### config.mk
export PLATFORM = sky130hd
export DESIGN_NAME = gds_stream_record_deframer
export DESIGN_NICKNAME = d
export VERILOG_FILES = /design/src/hw/rtl/gsd_pkg.sv /design/src/hw/rtl/gsd_parser.sv /design/src/hw/rtl/gsd_out_buf.sv /design/src/hw/rtl/gds_stream_record_deframer.sv
export SDC_FILE = /design/constraint.sdc
export NUM_CORES = 1
export LEC_CHECK = 0
export ABC_AREA = 1
export ABC_CLOCK_PERIOD_IN_PS = 4200
export BUFFER_PORTS_ARGS = -buffer_cell sky130_fd_sc_hd__clkbuf_2
export CAP_MARGIN = 20
export CORE_UTILIZATION = 54
export DETAILED_ROUTE_END_ITERATION = 10
export PLACE_DENSITY = 0.8
export SYNTH_ARGS = -nofsm -noshare
export SYNTH_HDL_FRONTEND = slang
export SYNTH_SLANG_ARGS = --single-unit
### constraint.sdc
create_clock -name clk -period 4.2 [get_ports clk]
set_input_delay 1.05 -clock clk [delete_from_list [all_inputs] [get_ports clk]]
set_output_delay 1.05 -clock clk [all_outputs]
set_load 0.01 [all_outputs]
### src/hw/rtl/gsd_pkg.sv
// ----------------------------------------------------------------------------
// gsd_pkg
// Shared types, codes and helpers for the GDSII stream record deframer.
// ----------------------------------------------------------------------------
package gsd_pkg;

  localparam logic [1:0] KIND_DATA   = 2'd0;
  localparam logic [1:0] KIND_EMPTY  = 2'd1;
  localparam logic [1:0] KIND_ERROR  = 2'd2;

  localparam logic [7:0] ENDLIB_TYPE = 8'h04;

  localparam logic [7:0] DT_NONE     = 8'd0;
  localparam logic [7:0] DT_BITS     = 8'd1;
  localparam logic [7:0] DT_INT16    = 8'd2;
  localparam logic [7:0] DT_INT32    = 8'd3;
  localparam logic [7:0] DT_REAL4    = 8'd4;
  localparam logic [7:0] DT_REAL8    = 8'd5;
  localparam logic [7:0] DT_ASCII    = 8'd6;

  localparam logic [15:0] HDR_BYTES  = 16'd4;

  typedef struct packed {
    logic [1:0]  kind;
    logic [7:0]  record_type;
    logic [7:0]  data_type;
    logic [63:0] element_value;
    logic        last_of_record;
    logic        end_of_library;
  } gsd_result_t;

  function automatic logic [3:0] elem_size(input logic [7:0] dt);
    logic [3:0] sz;
    begin
      case (dt)
        DT_BITS:  sz = 4'd2;
        DT_INT16: sz = 4'd2;
        DT_INT32: sz = 4'd4;
        DT_REAL4: sz = 4'd4;
        DT_REAL8: sz = 4'd8;
        DT_ASCII: sz = 4'd1;
        default:  sz = 4'd0;
      endcase
      elem_size = sz;
    end
  endfunction

endpackage

### src/hw/rtl/gsd_parser.sv
// ----------------------------------------------------------------------------
// gsd_parser
// Record header and body parser: one stream byte per cycle, at most one result.
// ----------------------------------------------------------------------------
module gsd_parser (
  input  logic                 clk,
  input  logic                 rst_n,
  input  logic                 byte_valid,
  input  logic [7:0]           byte_data,
  output logic                 res_valid,
  output gsd_pkg::gsd_result_t res
);
  import gsd_pkg::*;

  logic [1:0]  hdr_idx_r,   hdr_idx_nxt;
  logic        in_body_r,   in_body_nxt;
  logic [15:0] rec_len_r,   rec_len_nxt;
  logic [7:0]  rtype_r,     rtype_nxt;
  logic [7:0]  data_type_r, data_type_nxt;
  logic [15:0] bytes_rem_r, bytes_rem_nxt;
  logic [2:0]  elem_cnt_r,  elem_cnt_nxt;
  logic [63:0] acc_r,       acc_nxt;
  logic        lib_done_r,  lib_done_nxt;

  logic [15:0] body_len;
  logic [3:0]  hdr_sz;
  logic [3:0]  body_sz;
  logic [3:0]  cnt_inc;
  logic [63:0] acc_shift;
  logic [15:0] rem_dec;
  logic [63:0] elem_val;
  logic        is_endlib;

  assign body_len  = rec_len_r - HDR_BYTES;
  assign hdr_sz    = elem_size(byte_data);
  assign body_sz   = elem_size(data_type_r);
  assign cnt_inc   = {1'b0, elem_cnt_r} + 4'd1;
  assign acc_shift = {acc_r[55:0], byte_data};
  assign rem_dec   = bytes_rem_r - 16'd1;
  assign is_endlib = (rtype_r == ENDLIB_TYPE);

  always_comb begin
    elem_val = acc_shift;
    if (data_type_r == DT_INT16) begin
      elem_val = {{48{acc_shift[15]}}, acc_shift[15:0]};
    end else if (data_type_r == DT_INT32) begin
      elem_val = {{32{acc_shift[31]}}, acc_shift[31:0]};
    end
  end

  always_comb begin
    hdr_idx_nxt   = hdr_idx_r;
    in_body_nxt   = in_body_r;
    rec_len_nxt   = rec_len_r;
    rtype_nxt     = rtype_r;
    data_type_nxt = data_type_r;
    bytes_rem_nxt = bytes_rem_r;
    elem_cnt_nxt  = elem_cnt_r;
    acc_nxt       = acc_r;
    lib_done_nxt  = lib_done_r;

    res_valid          = 1'b0;
    res.kind           = KIND_DATA;
    res.record_type    = rtype_r;
    res.data_type      = data_type_r;
    res.element_value  = '0;
    res.last_of_record = 1'b0;
    res.end_of_library = is_endlib;

    if (byte_valid && !lib_done_r) begin
      if (!in_body_r) begin
        hdr_idx_nxt = hdr_idx_r + 2'd1;
        case (hdr_idx_r)
          2'd0: rec_len_nxt = {byte_data, 8'h00};
          2'd1: rec_len_nxt = {rec_len_r[15:8], byte_data};
          2'd2: rtype_nxt = byte_data;
          default: begin
            data_type_nxt      = byte_data;
            elem_cnt_nxt       = '0;
            acc_nxt            = '0;
            res.data_type      = byte_data;
            res.last_of_record = 1'b1;
            if (rec_len_r < HDR_BYTES) begin
              res_valid     = 1'b1;
              res.kind      = KIND_ERROR;
              in_body_nxt   = 1'b0;
              bytes_rem_nxt = '0;
              if (is_endlib) begin
                lib_done_nxt = 1'b1;
              end
            end else begin
              if (byte_data > DT_ASCII) begin
                res_valid = 1'b1;
                res.kind  = KIND_ERROR;
              end else if (hdr_sz == 4'd0 || body_len < {12'd0, hdr_sz}) begin
                res_valid = 1'b1;
                res.kind  = KIND_EMPTY;
              end
              if (body_len != 16'd0) begin
                in_body_nxt   = 1'b1;
                bytes_rem_nxt = body_len;
              end else begin
                in_body_nxt   = 1'b0;
                bytes_rem_nxt = '0;
                if (is_endlib) begin
                  lib_done_nxt = 1'b1;
                end
              end
            end
          end
        endcase
      end else begin
        acc_nxt       = acc_shift;
        bytes_rem_nxt = rem_dec;
        elem_cnt_nxt  = cnt_inc[2:0];
        if (body_sz != 4'd0 && cnt_inc == body_sz) begin
          res_valid          = 1'b1;
          res.kind           = KIND_DATA;
          res.element_value  = elem_val;
          res.last_of_record = (rem_dec < {12'd0, body_sz});
          elem_cnt_nxt       = '0;
          acc_nxt            = '0;
        end
        if (rem_dec == 16'd0) begin
          in_body_nxt   = 1'b0;
          bytes_rem_nxt = '0;
          elem_cnt_nxt  = '0;
          acc_nxt       = '0;
          if (is_endlib) begin
            lib_done_nxt = 1'b1;
          end
        end
      end
    end
  end

  always_ff @(posedge clk) begin
    if (!rst_n) begin
      hdr_idx_r   <= '0;
      in_body_r   <= 1'b0;
      rec_len_r   <= '0;
      rtype_r     <= '0;
      data_type_r <= '0;
      bytes_rem_r <= '0;
      elem_cnt_r  <= '0;
      acc_r       <= '0;
      lib_done_r  <= 1'b0;
    end else begin
      hdr_idx_r   <= hdr_idx_nxt;
      in_body_r   <= in_body_nxt;
      rec_len_r   <= rec_len_nxt;
      rtype_r     <= rtype_nxt;
      data_type_r <= data_type_nxt;
      bytes_rem_r <= bytes_rem_nxt;
      elem_cnt_r  <= elem_cnt_nxt;
      acc_r       <= acc_nxt;
      lib_done_r  <= lib_done_nxt;
    end
  end

endmodule

### src/hw/rtl/gsd_out_buf.sv
// ----------------------------------------------------------------------------
// gsd_out_buf
// Result register with a skid stage toward the stalling receiver.
// ----------------------------------------------------------------------------
module gsd_out_buf (
  input  logic                 clk,
  input  logic                 rst_n,
  input  logic                 push_valid,
  input  gsd_pkg::gsd_result_t push_data,
  output logic                 push_ready,
  output logic                 out_valid,
  input  logic                 out_stall,
  output gsd_pkg::gsd_result_t out_data
);
  import gsd_pkg::*;

  logic        out_valid_r,  out_valid_nxt;
  logic        skid_valid_r, skid_valid_nxt;
  gsd_result_t out_data_r,   out_data_nxt;
  gsd_result_t skid_data_r,  skid_data_nxt;
  logic        pop;

  assign pop        = out_valid_r && !out_stall;
  assign push_ready = !skid_valid_r;
  assign out_valid  = out_valid_r;
  assign out_data   = out_data_r;

  always_comb begin
    out_valid_nxt  = out_valid_r;
    skid_valid_nxt = skid_valid_r;
    out_data_nxt   = out_data_r;
    skid_data_nxt  = skid_data_r;
    if (skid_valid_r) begin
      if (pop) begin
        out_valid_nxt  = 1'b1;
        out_data_nxt   = skid_data_r;
        skid_valid_nxt = 1'b0;
      end
    end else if (push_valid) begin
      if (!out_valid_r || pop) begin
        out_valid_nxt = 1'b1;
        out_data_nxt  = push_data;
      end else begin
        skid_valid_nxt = 1'b1;
        skid_data_nxt  = push_data;
      end
    end else if (pop) begin
      out_valid_nxt = 1'b0;
    end
  end

  always_ff @(posedge clk) begin
    if (!rst_n) begin
      out_valid_r  <= 1'b0;
      skid_valid_r <= 1'b0;
    end else begin
      out_valid_r  <= out_valid_nxt;
      skid_valid_r <= skid_valid_nxt;
    end
  end

  always_ff @(posedge clk) begin
    out_data_r  <= out_data_nxt;
    skid_data_r <= skid_data_nxt;
  end

endmodule

### src/hw/rtl/gds_stream_record_deframer.sv
// ----------------------------------------------------------------------------
// gds_stream_record_deframer
// GDSII stream deframer: bytes in, one result per element or record event.
// ----------------------------------------------------------------------------
// Input channel: one stream byte per transfer (in_valid / in_stall).
// Result channel: zero or one result per byte (out_valid / out_stall):
// data elements, empty-record markers and header errors, each tagged with
// the record and data type, last-of-record and end-of-library flags.
// Throughput is one byte per cycle while in_stall is low; the parser sits
// combinationally between the input register and the result register and
// updates its counters and shift accumulator with each byte.
// Path: the completing byte is held in the input register, the parser forms
// the result, and the result register drives it on out_*.
// Reset clears the parser to the start of a header and empties all stages.
// When the receiver stalls, the result register holds, a skid stage takes
// one more result, and then in_stall rises until the receiver drains it.
// After an ENDLIB record ends, bytes are taken and dropped until reset.
// ----------------------------------------------------------------------------
module gds_stream_record_deframer (
  input  logic        clk,
  input  logic        rst_n,
  input  logic        in_valid,
  output logic        in_stall,
  input  logic [7:0]  in_stream_byte,
  output logic        out_valid,
  input  logic        out_stall,
  output logic [1:0]  out_kind,
  output logic [7:0]  out_record_type,
  output logic [7:0]  out_data_type,
  output logic signed [63:0] out_element_value,
  output logic        out_last_of_record,
  output logic        out_end_of_library
);
  import gsd_pkg::*;

  logic        in_valid_r;
  logic [7:0]  in_byte_r;
  logic        buf_ready;
  logic        fire;
  logic        res_valid;
  gsd_result_t res;
  gsd_result_t out_data;

  assign fire     = in_valid_r && buf_ready;
  assign in_stall = in_valid_r && !buf_ready;

  always_ff @(posedge clk) begin
    if (!rst_n) begin
      in_valid_r <= 1'b0;
    end else if (!in_stall) begin
      in_valid_r <= in_valid;
    end
  end

  always_ff @(posedge clk) begin
    if (in_valid && !in_stall) begin
      in_byte_r <= in_stream_byte;
    end
  end

  gsd_parser u_parser (
    .clk        (clk),
    .rst_n      (rst_n),
    .byte_valid (fire),
    .byte_data  (in_byte_r),
    .res_valid  (res_valid),
    .res        (res)
  );

  gsd_out_buf u_out_buf (
    .clk        (clk),
    .rst_n      (rst_n),
    .push_valid (res_valid),
    .push_data  (res),
    .push_ready (buf_ready),
    .out_valid  (out_valid),
    .out_stall  (out_stall),
    .out_data   (out_data)
  );

  assign out_kind           = out_data.kind;
  assign out_record_type    = out_data.record_type;
  assign out_data_type      = out_data.data_type;
  assign out_element_value  = out_data.element_value;
  assign out_last_of_record = out_data.last_of_record;
  assign out_end_of_library = out_data.end_of_library;

endmodule

==> flow_summary.json <==
{
  "fin_crit_sh_pct": 83.5,
  "die_h_um": 158,
  "numCtsBuffers": 29,
  "ys.flop_type": "edfxtp_1",
  "insertion_delay_ps": 550,
  "ys_seq_area_share_pct": 57.4,
  "drive_gt1_share_pct": 13.3,
  "core_area_mm2": 0.0237,
  "critPathRequiredTime_ps": 4430,
  "drc": 0,
  "synthArstFlopShare_pct": 0,
  "dr_total_vias": 10289,
  "nets": 1559,
  "finalSetupViolCount": 0,
  "r2r-end": "u_out_buf.out_data[58]",
  "fin_area_mm2": 0.0148,
  "post_cts_buffers": 0,
  "viasPerCell": 5.49,
  "crit_chain": "inv_1, nand2_1, nor2_1, o21ai_1, nor2_1, o211ai_1, ha_1, a21oi_1, nand3_1, a21oi_1, nand3_1, nand2_1, nand2_1, nand2_2, o22ai_1, clkinv_2, buf_4",
  "setup_tns_ps": 0,
  "tightest_slew_ps": 1010,
  "wl_um": 28400,
  "placed_area_mm2": 0.0138,
  "die_w_um": 158,
  "tritoncts": "yes",
  "syn_area_per_cell_um2": 8.94,
  "drtIter0Drc": 1090,
  "syn_area_mm2": 0.0132,
  "leakagePower_nw": 5.56,
  "ioPinCount": 98,
  "report.final.slew_viol_count": 0,
  "grt_first_pass_wirelength_um": 46200,
  "initial_core_util_pct": 55.7,
  "synth_nets": 1502,
  "synth_area_leaders": "edfxtp_1, dfxtp_1, nand2_1",
  "portBuffers": 97,
  "crit_buf_inv": 3,
  "fin_cells": 1874,
  "fp.dieArea_mm2": 0.0251,
  "place_ws_ps": 726,
  "clock_tree.root_cell": "clkbuf_16",
  "cap_viol_max_count": 0,
  "synth.ff_latch_count": 290,
  "rows": 56,
  "max_freq_mhz": 285,
  "r2r-start": "in_byte_r[7]",
  "critPathCaptureType": "flop",
  "rsz0062_at_grt": "false",
  "synth-edff-count": 176,
  "hold_violations": 0,
  "startpoint_type": "flop",
  "gp_congestion": 0.910,
  "cts_sinks": 290,
  "synth_warnings": 0,
  "hp-class": "reg -> reg",
  "final_core_util_pct": 62.3,
  "cp_slowest_cell": "edfxtp_1",
  "grt_max_degree": 104,
  "clkTransAtPathRegs_ps": 60,
  "ir_drop_v": 0.000279,
  "crit_path_max_incr_delay_ps": 460,
  "crit_family": "buffers and inverters",
  "grt_pass1_vias": 9326,
  "r2r_cells": 17,
  "yosys.area.top_type": "edfxtp_1",
  "grt_overflow": 0,
  "hp-start": "u_parser.rtype_r[2]",
  "placedCellCount": 1820,
  "crit_top_cell": "nand2_1",
  "diodes": 0,
  "ctsHtreeMaxLevel": 1,
  "antenna_found_initial": 0,
  "track_usage_pct": 23.0,
  "skew_ps": 18.3,
  "cp_max_fo": 30,
  "clockBufferDepth": 3,
  "wl_per_cell_um": 15.2,
  "status": "finished clean",
  "arrival_ps": 3730,
  "first_pass_iters": 6,
  "whs_ps": 429,
  "cts_resized": 0,
  "syn_inst": 1475,
  "ant_nets": 0,
  "cts_hold_buf": 0,
  "min_to": "u_out_buf.skid_data_r[76]",
  "p_per_area_mw_per_mm2": 396,
  "dp_hpwl_um": 18800,
  "finalCriticalPeriod_ps": 3510,
  "synth_top_area_share_pct": 40.1,
  "hold_depth": 0,
  "timing.final.ws_setup_ps": 695,
  "slew_headroom_pct": 32.8,
  "area_growth_pct": 11.9,
  "r2r_setup_slack_ps": 690,
  "p_total_mw": 5.85,
  "critPathKind": "reg -> reg",
  "yosysUniqueCellTypes": 40
}
==> registers in the layout, indices dropped and copies added (netlist names), 2 cells and up <==
register               count
u_out_buf.out_data        84
u_out_buf.skid_data_r     84
u_parser.acc_r            56
u_parser.bytes_rem_r      16
u_parser.rec_len_r        16
in_byte_r                  8
u_parser.data_type_r       8
u_parser.rtype_r           8
u_parser.elem_cnt_r        3
u_parser.hdr_idx_r         2
==> kinds of logic after synthesis <==
kind of cell    share of synthesized area, %
xor+xnor                               0.854
simple gates                            19.5
flops                                   57.4
compound gates                          12.4
fa+ha+maj                               1.42
buf+inv                                 8.49
==> worst reg2reg max path, stage by stage (launching register included) <==
cell and delay [ps]:
edfxtp_1 460, inv_1 150, nand2_1 70, nor2_1 290, o21ai_1 160, nor2_1 110, o211ai_1 130, ha_1 230
a21oi_1 140, nand3_1 80, a21oi_1 130, nand3_1 90, nand2_1 100, nand2_1 80, nand2_2 80, o22ai_1 70
clkinv_2 440, buf_4 370
==> Yosys cell counts, types with 2 or more instances <==
master and instances:
clkinv_1 3, nand3_1 42, clkbuf_1 54, a21oi_1 120
ha_1 15, o21ai_0 123, nor2_1 135, buf_2 16
buf_6 9, dfxtp_1 114, nor3_1 5, a211oi_1 8
nand4_1 73, nor4_1 3, inv_2 10, nand2_2 7
nor2_2 10, nor2_4 3, nand3_2 3, nand2_1 288
o21ai_1 21, buf_1 9, edfxtp_1 176, nand3_4 2
inv_1 174, xnor2_1 3, o211ai_1 21, o22ai_1 9
xor2_1 8
==> area by class of cell <==
class	instances	area (um2)
Clock buffer	39	835
Clock inverter	15	106
Fill cell	1965	8920
Inverter	187	704
Multi-Input combinational cell	910	4510
Sequential cell	290	7570
Tap cell	319	399
Timing Repair Buffer	114	638
==> how the worst max path moves through the flow <==
| stage | startpoint | endpoint | slack [ps] | cells past startpoint |
|---|---|---|---|---|
| after floorplan | in_byte_r[7] | u_out_buf.skid_data_r[0] | 160 | 16 |
| after global placement | in_byte_r[7] | u_out_buf.out_data[50] | 930 | 17 |
| after detailed placement | in_byte_r[5] | u_out_buf.out_data[50] | 730 | 17 |
| after CTS | in_byte_r[7] | u_out_buf.out_data[58] | 700 | 17 |
| after global routing | in_byte_r[5] | u_out_buf.out_data[58] | 400 | 17 |
| final | in_byte_r[7] | u_out_buf.out_data[58] | 690 | 17 |
==> routing by layer <==
layer  vias up  global-route usage (%)  routed length (um)
li1       5066                       -                   -
met1      4798                    31.9               12300
met2       373                    37.7               13300
met3        52                    3.59                2180
met4         0                    5.95                 594
met5         -                       0                   0
==> cells in the final DEF (no fill, tap or decap), types with 42 or more instances in the layout <==
master    Yosys  layout
a21oi_1     120     120
nand3_1      42      42
o21ai_0     123     123
inv_1       174     172
dfxtp_1     114     112
nand4_1      73      73
edfxtp_1    176     176
nor2_1      135     135
nand2_1     288     288
clkbuf_2      0      97
==> power by group <==
group,internal (mW),total (mW),switching (mW),leakage (nW)
Clock,1.45,2.52,1.07,0.471
Sequential,3.02,3.05,0.0276,2.56
Combinational,0.0844,0.277,0.193,2.53
Note: power is estimated with default switching activity, not from simulation.
